<file path="src/rtl/rdll_pkg.sv">
// ----------------------------------------------------------------------------
// rdll_pkg
// Shared types and constants of the least-loaded request dispatcher.
// ----------------------------------------------------------------------------
package rdll_pkg;

   localparam int MAX_WORKERS = 8;
   localparam int WIDX_BITS   = 3;
   localparam int SCORE_BITS  = 16;
   localparam int WCNT_BITS   = 4;
   localparam int FIFO_DEPTH  = 2;

   typedef enum logic [1:0] {
      CMD_SUBMIT  = 2'd0,
      CMD_STATUS  = 2'd1,
      CMD_RELEASE = 2'd2,
      CMD_NONE    = 2'd3
   } cmd_type;

   typedef enum logic [1:0] {
      ST_OK          = 2'd0,
      ST_FULL        = 2'd1,
      ST_NOT_RUNNING = 2'd2,
      ST_DOWN        = 2'd3
   } status_type;

   typedef enum logic [1:0] {
      CSR_QUEUE_LIMIT  = 2'd0,
      CSR_QUEUE_DOWN   = 2'd1,
      CSR_WORKER_COUNT = 2'd2
   } csr_index_type;

   typedef struct packed {
      logic [1:0]  cmd;
      logic        has_key;
      logic [63:0] key_hash;
      logic        has_preferred;
      logic [7:0]  preferred_index;
      logic [2:0]  target_worker;
      logic        running_flag;
      logic        healthy_flag;
      logic        accepting_flag;
      logic [15:0] load_value;
   } req_type;

   typedef struct packed {
      logic        accepted;
      logic [1:0]  status;
      logic [2:0]  chosen_worker;
      logic [15:0] unsent_now;
      logic [31:0] accepted_total;
      logic [31:0] rejected_total;
   } rsp_type;

endpackage

</file>
<file path="src/rtl/rdll_if.sv">
// ----------------------------------------------------------------------------
// rdll_req_if / rdll_rsp_if / rdll_csr_if
// Valid/ready channels of the dispatcher.
// ----------------------------------------------------------------------------
interface rdll_req_if;
   import rdll_pkg::*;
   logic    valid;
   logic    ready;
   req_type payload;
   modport source (output valid, output payload, input ready);
   modport sink (input valid, input payload, output ready);
endinterface

interface rdll_rsp_if;
   import rdll_pkg::*;
   logic    valid;
   logic    ready;
   rsp_type payload;
   modport source (output valid, output payload, input ready);
   modport sink (input valid, input payload, output ready);
endinterface

interface rdll_csr_if;
   logic        valid;
   logic        ready;
   logic [1:0]  index;
   logic [15:0] data;
   modport source (output valid, output index, output data, input ready);
   modport sink (input valid, input index, input data, output ready);
endinterface

</file>
<file path="src/rtl/rdll_fifo.sv">
// ----------------------------------------------------------------------------
// rdll_fifo
// Two-entry request queue between the request input and the back part.
// ----------------------------------------------------------------------------
module rdll_fifo (
   input  logic              clock,
   input  logic              reset,
   input  logic              in_valid,
   output logic              in_ready,
   input  rdll_pkg::req_type in_data,
   output logic              out_valid,
   input  logic              out_ready,
   output rdll_pkg::req_type out_data
);
   import rdll_pkg::*;

   req_type    mem_ff [FIFO_DEPTH];
   logic       wptr_ff, rptr_ff;
   logic [1:0] cnt_ff;
   logic       push, pop;

   assign in_ready  = (cnt_ff != 2'(FIFO_DEPTH));
   assign out_valid = (cnt_ff != 2'd0);
   assign out_data  = mem_ff[rptr_ff];
   assign push      = in_valid && in_ready;
   assign pop       = out_valid && out_ready;

   always_ff @(posedge clock) begin
      if (push) begin
         mem_ff[wptr_ff] <= in_data;
      end
      if (reset) begin
         wptr_ff <= 1'b0;
         rptr_ff <= 1'b0;
         cnt_ff  <= 2'd0;
      end else begin
         if (push) wptr_ff <= ~wptr_ff;
         if (pop) rptr_ff <= ~rptr_ff;
         cnt_ff <= cnt_ff + 2'(push) - 2'(pop);
      end
   end
endmodule

</file>
<file path="src/rtl/rdll_back.sv">
// ----------------------------------------------------------------------------
// rdll_back
// Sequencer that applies status updates and releases and routes submits.
// ----------------------------------------------------------------------------
module rdll_back (
   input  logic              clock,
   input  logic              reset,
   input  logic              in_valid,
   output logic              in_ready,
   input  rdll_pkg::req_type in_data,
   input  logic [15:0]       queue_limit,
   input  logic              queue_when_down,
   input  logic [3:0]        num_workers,
   output logic              out_valid,
   input  logic              out_ready,
   output rdll_pkg::rsp_type out_data
);
   import rdll_pkg::*;

   typedef enum logic [2:0] {
      S_IDLE, S_MOD, S_KEY, S_SCAN, S_FALL, S_OUT
   } state_type;

   state_type              state_ff;
   logic [MAX_WORKERS-1:0] run_ff, hlt_ff, acc_ff;
   logic [SCORE_BITS-1:0]  load_ff [MAX_WORKERS];
   logic [15:0]            unsent_ff;
   logic [WIDX_BITS-1:0]   rr_ff;
   logic [31:0]            acount_ff, rcount_ff;
   logic [WCNT_BITS-1:0]   n_ff;
   logic [63:0]            hash_ff;
   logic [3:0]             rem_ff;
   logic [5:0]             step_ff;
   logic [WIDX_BITS-1:0]   idx_ff, best_ff, pick_ff;
   logic [WCNT_BITS-1:0]   i_ff;
   logic                   found_ff;
   logic [SCORE_BITS-1:0]  bscore_ff;
   status_type             st_ff;
   rsp_type                rsp_ff;
   logic                   ovalid_ff;

   logic                   ovalid_in;
   logic                   out_fire;
   logic [WCNT_BITS-1:0]   n_act;
   logic [WIDX_BITS-1:0]   idx_nx;
   logic [WIDX_BITS-1:0]   pref;
   logic [3:0]             rem_sh;
   status_type             st_fin;

   function automatic status_type chk(input logic r, input logic h, input logic q);
      status_type s;
      s = ST_OK;
      if (!r) s = ST_NOT_RUNNING;
      else if (!h && !q) s = ST_DOWN;
      return s;
   endfunction

   // scan start: round-robin pointer reduced modulo the worker count
   function automatic logic [2:0] rr_mod(input logic [2:0] r, input logic [3:0] n);
      logic [2:0] m;
      case (n)
         4'd1: m = 3'd0;
         4'd2: m = {2'd0, r[0]};
         4'd3: m = (r >= 3'd6) ? r - 3'd6 : ((r >= 3'd3) ? r - 3'd3 : r);
         4'd4: m = {1'b0, r[1:0]};
         4'd5: m = (r >= 3'd5) ? r - 3'd5 : r;
         4'd6: m = (r >= 3'd6) ? r - 3'd6 : r;
         4'd7: m = (r == 3'd7) ? 3'd0 : r;
         default: m = r;
      endcase
      return m;
   endfunction

   assign n_act     = (num_workers > 4'(MAX_WORKERS)) ? 4'(MAX_WORKERS) : num_workers;
   assign in_ready  = (state_ff == S_IDLE);
   assign out_valid = ovalid_ff;
   assign out_data  = rsp_ff;
   assign idx_nx    = ({1'b0, idx_ff} + 4'd1 == n_ff) ? 3'd0 : idx_ff + 3'd1;
   assign pref      = in_data.preferred_index[2:0];
   assign rem_sh    = {rem_ff[2:0], hash_ff[63]};
   assign st_fin    = (st_ff == ST_OK && !acc_ff[pick_ff]) ? ST_FULL : st_ff;
   assign out_fire  = (state_ff == S_OUT) && (!ovalid_ff || out_ready);
   assign ovalid_in = out_fire || (ovalid_ff && !out_ready);

   always_ff @(posedge clock) begin
      if (reset) begin
         state_ff  <= S_IDLE;
         run_ff    <= '0;
         hlt_ff    <= '0;
         acc_ff    <= '0;
         for (int k = 0; k < MAX_WORKERS; k++) load_ff[k] <= '0;
         unsent_ff <= '0;
         rr_ff     <= '0;
         acount_ff <= '0;
         rcount_ff <= '0;
         ovalid_ff <= 1'b0;
      end else begin
         ovalid_ff <= ovalid_in;
         case (state_ff)
            S_IDLE: begin
               if (in_valid) begin
                  case (cmd_type'(in_data.cmd))
                     CMD_STATUS: begin
                        run_ff[in_data.target_worker]  <= in_data.running_flag;
                        hlt_ff[in_data.target_worker]  <= in_data.healthy_flag;
                        acc_ff[in_data.target_worker]  <= in_data.accepting_flag;
                        load_ff[in_data.target_worker] <= in_data.load_value;
                     end
                     CMD_RELEASE: begin
                        if (unsent_ff != 16'd0) unsent_ff <= unsent_ff - 16'd1;
                     end
                     CMD_SUBMIT: begin
                        if (unsent_ff >= queue_limit) begin
                           st_ff    <= ST_FULL;
                           state_ff <= S_OUT;
                        end else begin
                           unsent_ff <= unsent_ff + 16'd1;
                           n_ff      <= n_act;
                           if (in_data.has_preferred &&
                               (in_data.preferred_index < {4'd0, n_act})) begin
                              pick_ff  <= pref;
                              st_ff    <= chk(run_ff[pref], hlt_ff[pref], queue_when_down);
                              state_ff <= S_OUT;
                           end else if (n_act == 4'd0) begin
                              st_ff    <= ST_NOT_RUNNING;
                              state_ff <= S_OUT;
                           end else if (in_data.has_key) begin
                              hash_ff  <= in_data.key_hash;
                              rem_ff   <= '0;
                              step_ff  <= '0;
                              state_ff <= S_MOD;
                           end else begin
                              idx_ff   <= rr_mod(rr_ff, n_act);
                              rr_ff    <= rr_ff + 3'd1;
                              i_ff     <= '0;
                              found_ff <= 1'b0;
                              state_ff <= S_SCAN;
                           end
                        end
                     end
                     CMD_NONE: ;
                     default: ;
                  endcase
               end
            end
            S_MOD: begin
               // one dividend bit per cycle, restoring remainder
               rem_ff   <= (rem_sh >= n_ff) ? rem_sh - n_ff : rem_sh;
               hash_ff  <= {hash_ff[62:0], 1'b0};
               step_ff  <= step_ff + 6'd1;
               if (step_ff == 6'd63) state_ff <= S_KEY;
            end
            S_KEY: begin
               pick_ff  <= rem_ff[2:0];
               st_ff    <= chk(run_ff[rem_ff[2:0]], hlt_ff[rem_ff[2:0]], queue_when_down);
               state_ff <= S_OUT;
            end
            S_SCAN: begin
               if (i_ff == n_ff) begin
                  if (found_ff) begin
                     st_ff    <= ST_OK;
                     pick_ff  <= best_ff;
                     state_ff <= S_OUT;
                  end else if (queue_when_down) begin
                     i_ff     <= '0;
                     state_ff <= S_FALL;
                  end else begin
                     st_ff    <= ST_DOWN;
                     state_ff <= S_OUT;
                  end
               end else begin
                  if (run_ff[idx_ff] && hlt_ff[idx_ff] &&
                      (!found_ff || load_ff[idx_ff] < bscore_ff)) begin
                     found_ff  <= 1'b1;
                     best_ff   <= idx_ff;
                     bscore_ff <= load_ff[idx_ff];
                  end
                  idx_ff <= idx_nx;
                  i_ff   <= i_ff + 4'd1;
               end
            end
            S_FALL: begin
               // take the first running worker in scan order
               if (i_ff == n_ff) begin
                  st_ff    <= ST_DOWN;
                  state_ff <= S_OUT;
               end else if (run_ff[idx_ff]) begin
                  st_ff    <= ST_OK;
                  pick_ff  <= idx_ff;
                  state_ff <= S_OUT;
               end else begin
                  idx_ff <= idx_nx;
                  i_ff   <= i_ff + 4'd1;
               end
            end
            S_OUT: begin
               if (out_fire) begin
                  if (st_fin == ST_OK) begin
                     acount_ff             <= acount_ff + 32'd1;
                     rsp_ff.accepted       <= 1'b1;
                     rsp_ff.status         <= ST_OK;
                     rsp_ff.chosen_worker  <= pick_ff;
                     rsp_ff.unsent_now     <= unsent_ff;
                     rsp_ff.accepted_total <= acount_ff + 32'd1;
                     rsp_ff.rejected_total <= rcount_ff;
                  end else begin
                     rcount_ff             <= rcount_ff + 32'd1;
                     rsp_ff.accepted       <= 1'b0;
                     rsp_ff.status         <= st_fin;
                     rsp_ff.chosen_worker  <= 3'd0;
                     // queue-full rejection holds no slot; others release theirs
                     if (st_ff == ST_FULL) begin
                        rsp_ff.unsent_now <= unsent_ff;
                     end else begin
                        rsp_ff.unsent_now <= unsent_ff - 16'd1;
                        unsent_ff         <= unsent_ff - 16'd1;
                     end
                     rsp_ff.accepted_total <= acount_ff;
                     rsp_ff.rejected_total <= rcount_ff + 32'd1;
                  end
                  state_ff <= S_IDLE;
               end
            end
            default: state_ff <= S_IDLE;
         endcase
      end
   end
endmodule

</file>
<file path="src/rtl/rdll_front.sv">
// ----------------------------------------------------------------------------
// rdll_front
// Configuration registers of the dispatcher.
// ----------------------------------------------------------------------------
module rdll_front (
   input  logic       clock,
   input  logic       reset,
   rdll_csr_if.sink   csr,
   output logic [15:0] queue_limit,
   output logic        queue_when_down,
   output logic [3:0]  num_workers
);
   import rdll_pkg::*;

   logic [15:0] qlim_ff;
   logic        qdown_ff;
   logic [3:0]  wcnt_ff;

   assign csr.ready       = 1'b1;
   assign queue_limit     = qlim_ff;
   assign queue_when_down = qdown_ff;
   assign num_workers     = wcnt_ff;

   always_ff @(posedge clock) begin
      if (reset) begin
         qlim_ff  <= 16'd1024;
         qdown_ff <= 1'b0;
         wcnt_ff  <= 4'd4;
      end else if (csr.valid) begin
         case (csr_index_type'(csr.index))
            CSR_QUEUE_LIMIT:  qlim_ff  <= csr.data;
            CSR_QUEUE_DOWN:   qdown_ff <= csr.data[0];
            CSR_WORKER_COUNT: wcnt_ff  <= csr.data[3:0];
            default: ;
         endcase
      end
   end
endmodule

</file>
<file path="src/rtl/request_dispatch_least_loaded.sv">
// ----------------------------------------------------------------------------
// request_dispatch_least_loaded
// Least-loaded dispatcher with key-hash affinity over up to eight workers.
// ----------------------------------------------------------------------------
// Requests enter a two-entry queue and are handled one at a time by a
// sequencer; results leave through one output register, so the sequencer
// keeps working while one result waits and stalls only when its next result
// is ready. A status or release is applied straight from the idle state;
// a submit rejected on the queue limit, on no workers, or sent to its
// preferred worker goes straight to the output state; a scan submit looks
// for the least-loaded healthy running worker and, if none is found and down
// workers may be queued to, takes the first running worker; a keyed submit
// first forms its 64-bit hash modulo the worker count, one bit per cycle.
module request_dispatch_least_loaded (
   input logic     clock,
   input logic     reset,
   rdll_req_if.sink   req,
   rdll_rsp_if.source rsp,
   rdll_csr_if.sink   csr
);
   import rdll_pkg::*;

   logic    q_valid, q_ready;
   req_type q_data;
   logic [15:0] queue_limit;
   logic        queue_when_down;
   logic [3:0]  num_workers;

   rdll_front u_front (
      .clock, .reset, .csr,
      .queue_limit, .queue_when_down, .num_workers
   );

   rdll_fifo u_fifo (
      .clock, .reset,
      .in_valid(req.valid), .in_ready(req.ready), .in_data(req.payload),
      .out_valid(q_valid), .out_ready(q_ready), .out_data(q_data)
   );

   rdll_back u_back (
      .clock, .reset,
      .in_valid(q_valid), .in_ready(q_ready), .in_data(q_data),
      .queue_limit, .queue_when_down, .num_workers,
      .out_valid(rsp.valid), .out_ready(rsp.ready), .out_data(rsp.payload)
   );
endmodule

</file>
<file path="src/flat_wrapper.sv">
// flat-port wrapper written by rule: the top's interface ports become plain ports
module request_dispatch_least_loaded_flat import rdll_pkg::*;
  (clock, reset, req_valid, req_payload, req_ready, rsp_valid, rsp_payload, rsp_ready, csr_valid, csr_index, csr_data, csr_ready);
  rdll_req_if req_i ();
  rdll_rsp_if rsp_i ();
  rdll_csr_if csr_i ();
  input logic clock;
  input logic reset;
  input wire logic [$bits(req_i.valid)-1:0] req_valid;
  input wire logic [$bits(req_i.payload)-1:0] req_payload;
  output wire logic [$bits(req_i.ready)-1:0] req_ready;
  output wire logic [$bits(rsp_i.valid)-1:0] rsp_valid;
  output wire logic [$bits(rsp_i.payload)-1:0] rsp_payload;
  input wire logic [$bits(rsp_i.ready)-1:0] rsp_ready;
  input wire logic [$bits(csr_i.valid)-1:0] csr_valid;
  input wire logic [$bits(csr_i.index)-1:0] csr_index;
  input wire logic [$bits(csr_i.data)-1:0] csr_data;
  output wire logic [$bits(csr_i.ready)-1:0] csr_ready;
  assign req_i.valid = req_valid;
  assign req_i.payload = req_payload;
  assign req_ready = req_i.ready;
  assign rsp_valid = rsp_i.valid;
  assign rsp_payload = rsp_i.payload;
  assign rsp_i.ready = rsp_ready;
  assign csr_i.valid = csr_valid;
  assign csr_i.index = csr_index;
  assign csr_i.data = csr_data;
  assign csr_ready = csr_i.ready;
  request_dispatch_least_loaded u_core (.clock(clock), .reset(reset), .req(req_i), .rsp(rsp_i), .csr(csr_i));
endmodule
</file>
<file path="config.mk">
export PLATFORM = sky130hd
export DESIGN_NAME = request_dispatch_least_loaded_flat
export DESIGN_NICKNAME = d
export VERILOG_FILES = /design/src/rtl/rdll_pkg.sv /design/src/rtl/rdll_if.sv /design/src/rtl/rdll_fifo.sv /design/src/rtl/rdll_back.sv /design/src/rtl/rdll_front.sv /design/src/rtl/request_dispatch_least_loaded.sv /design/src/flat_wrapper.sv
export SDC_FILE = /design/constraint.sdc
export NUM_CORES = 1
export LEC_CHECK = 0
export ABC_CLOCK_PERIOD_IN_PS = 13300
export BUFFER_PORTS_ARGS = -buffer_cell sky130_fd_sc_hd__buf_2
export CAP_MARGIN = 15
export CELL_PAD_IN_SITES_DETAIL_PLACEMENT = 2
export CELL_PAD_IN_SITES_GLOBAL_PLACEMENT = 2
export CORE_ASPECT_RATIO = 0.5
export CORE_UTILIZATION = 25
export DETAILED_ROUTE_END_ITERATION = 8
export PLACE_DENSITY = 0.59
export RECOVER_POWER = 25
export SYNTH_ARGS = -nofsm -noshare
export SYNTH_HDL_FRONTEND = slang
export SYNTH_HIERARCHICAL = 1
export SYNTH_SLANG_ARGS = --single-unit
</file>
<file path="constraint.sdc">
create_clock -name clock -period 13.3 [get_ports clock]
set_input_delay 1.33 -clock clock [delete_from_list [all_inputs] [get_ports clock]]
set_output_delay 1.33 -clock clock [all_outputs]
set_load 0.01 [all_outputs]
</file>
==> run metrics <==
status=finished with violations; failing checks=capacitance limit, slew limit; VDD IR max=97.3 uV; largest net degree at the start of global routing=74; Die X=490 um; layout cells sized above 1=17.8%; die area=121000 sq um; first-pass GRT wire length=128 mm; post-CTS setup buffer count=0; RePlAce Congestion=0.767; num ports=210; final instance area=34900 sq um; antenna violations before repair=4; crit start category=input pin; Worst Path Arrival=6.75 ns; DRT Pass-1 Iters=5; H-tree depth=3; vias per std cell=4.50; port buffer count=208; EDFF count, synth=519; met1 WL=37.5 mm; Syn-to-layout area delta=17.1%; CP endpoint kind=flop; nets@finish=2719; DRC=0; Met2 Wirelength=42.2 mm; Die H=246 um; netlist area before placement=29800 sq um; static leakage=12.3 nW; clk slew on worst S/H paths=0.06 ns; CP Max Fanout=73; clk sink count=659; Final Util=29.5%; RSZ-0062 raised after global routing=no; row cnt=89; Yosys cell types=89; grt ovf=0; Root Driver=clkbuf_16; vias in the first global route=20.4k; Final Cycle Share=48.7%; CTS max path bufs=3; TritonCTS clock tree=yes; MaxCap Viol Count=7; Resized Gates After CTS=0; fmax=0.155 GHz; Worst Path Class, Setup=in -> reg; total number of vias=18.8k; Setup Skew=0.0653 ns; setup TNS=0 ns; Slew @ Worst Pin=3.03 ns; Synth warnings=6; uppermost layer routed=met5; total core area=118000 sq um; register area share after synthesis=61.7%; Power Density=190 nW/um^2; Critical Path RT=13.58 ns; Clock Latency Late Sink=0.69 ns; FFs w/ async S/R, synth=0%; initial DRC count=814; Hold/Removal Path Class=reg -> reg; Slew HR=-102%; Syn Inst Count=2353; Slew Viols, Final=318; Post-Layout Cell Count=4191; syn_nets=2532; Setup violations, final=0; min Tclk post-route=6.47 ns; Avg Cell Area, Syn=12.7 sq um; DP HPWL=55.2 mm; Post-Route WL=84.6 mm; CTS Hold Buffers Added=0; Num CTS Buffers=69; Area after DPL=32500 sq um; Hold Vio Cnt, Final=0; Final ANT Viol Nets=0; synthesized flop and latch total=659; placed cell count=4061; Main synth FF type=edfxtp_1; WL/cell=20.2 um; gr usage total=14.0%; initial core utilization=25.2%; met3 wire length=2.97 mm
area by class of cell:
type	instances	area (sq um)
clock inverters	44	632
fillers	12621	83200
flip-flops and latches	659	18400
clock buffers	84	1840
inverters	73	278
diodes	2	5.00
multi-input cells	1510	10600
well taps	1592	1990
repair buffers	227	1080
power breakdown:
part	switching [mW]	total [mW]	internal [mW]
clock network	0.915	2.13	1.21
logic	1.05	1.71	0.664
registers	0.191	2.78	2.58
through the flow:
step | hold slack (ns) | setup WS (ns) | power [mW]
detailed placement | 0.465 | 8.73 | 4.57
global placement | 0.457 | 8.75 | 4.51
finish | 0.476 | 6.83 | 6.61
global route | 0.500 | 6.35 | 7.02
floorplan | 0.424 | 7.14 | 3.99
CTS | 0.481 | 8.67 | 6.76
cells in the mapped netlist, types with 48 or more instances:
cell type	instances	area, sq um
xor2_1	70	613
mux2_2	96	1080
nand2b_1	48	300
a21oi_1	78	390
xnor2_1	71	622
nor2_1	172	646
o21ai_0	54	270
and2_1	138	863
inv_1	71	267
dfxtp_1	140	2800
clkbuf_1	65	244
nand2_1	293	1100
edfxtp_1	519	15600
ha_1	57	713
nand3_1	50	250
critical path, cell delays in order:
cell,delay [ns]
clkbuf_1,1.21
clkbuf_1,2.19
inv_1,0.78
a41oi_2,0.59
nor2_4,0.06
buf_4,0.37
path summary, 6_finish.rpt:
path                                                     end  cells past startpoint                                        from  slack [ns]
setup / recovery         u_core/u_back/hash_ff[26]$_DFFE_PP_                      6                                       reset        6.83
hold / removal    u_core/u_front/queue_limit[8]$_SDFFE_PP0P_                      2  u_core/u_front/queue_limit[8]$_SDFFE_PP0P_        0.48
setup reg to reg        u_core/u_back/bscore_ff[4]$_DFFE_PP_                     11                                        flop        7.07
hold reg to reg   u_core/u_front/queue_limit[8]$_SDFFE_PP0P_                      2  u_core/u_front/queue_limit[8]$_SDFFE_PP0P_        0.48
per-layer routing:
layer / track usage, % / vias up
met2: 24.6 / 279
met5: 0 / -
met4: 3.58 / 2
met3: 2.81 / 116
li1: - / 8818
met1: 17.6 / 9632
cells in the final DEF, fill, tap and decap left out, types with 20 or more instances in the layout:
cell       instances
edfxtp_1         519
nand2_1          293
nor2_1           168
and2_1           138
dfxtp_1          138
buf_2            133
clkbuf_1          88
mux2_2            86
a21oi_1           78
xnor2_1           71
clkbuf_16         70
inv_1             70
xor2_1            70
ha_1              57
o21ai_0           54
nand3_1           50
nand2b_1          48
mux4_2            46
nor3_1            39
or3_1             33
nand4_1           26
mux2i_1           26
a22o_1            24
mux2_4            20
sequential cells by signal, summed over array words and instances (netlist names), 4 cells and up, named ones only:
name,cells
u_core/u_back/n_ff,4
u_core/u_back/step_ff,6
u_core/u_back/hlt_ff,8
u_core/u_front/queue_limit,16
u_core/u_front/num_workers,4
u_core/u_back/i_ff,4
u_core/u_fifo/mem_ff,196
u_core/u_back/acc_ff,8
u_core/u_back/hash_ff,64
u_core/u_back/out_data,86
u_core/u_back/acount_ff,32
u_core/u_back/load_ff,128
u_core/u_back/rcount_ff,32
u_core/u_back/bscore_ff,16
u_core/u_back/unsent_ff,16
u_core/u_back/run_ff,8
kinds of logic (layout without fill, tap and decap cells):
group                    count (synthesis)  after routing  share of synthesized area (%)
adder cells (fa/ha/maj)                 58             58                           2.46
flip-flops                             659            659                           61.7
AND/OR/NAND/NOR                        883            883                           14.8
other                                    1              3                         0.0126
buffers and inverters                  184            428                           2.65
AO/OA/AOI/OAI                          234            234                           5.01
XOR/XNOR                               141            141                           4.15
multiplexers                           193            193                           9.19
Power figures use the tool's default switching activity.
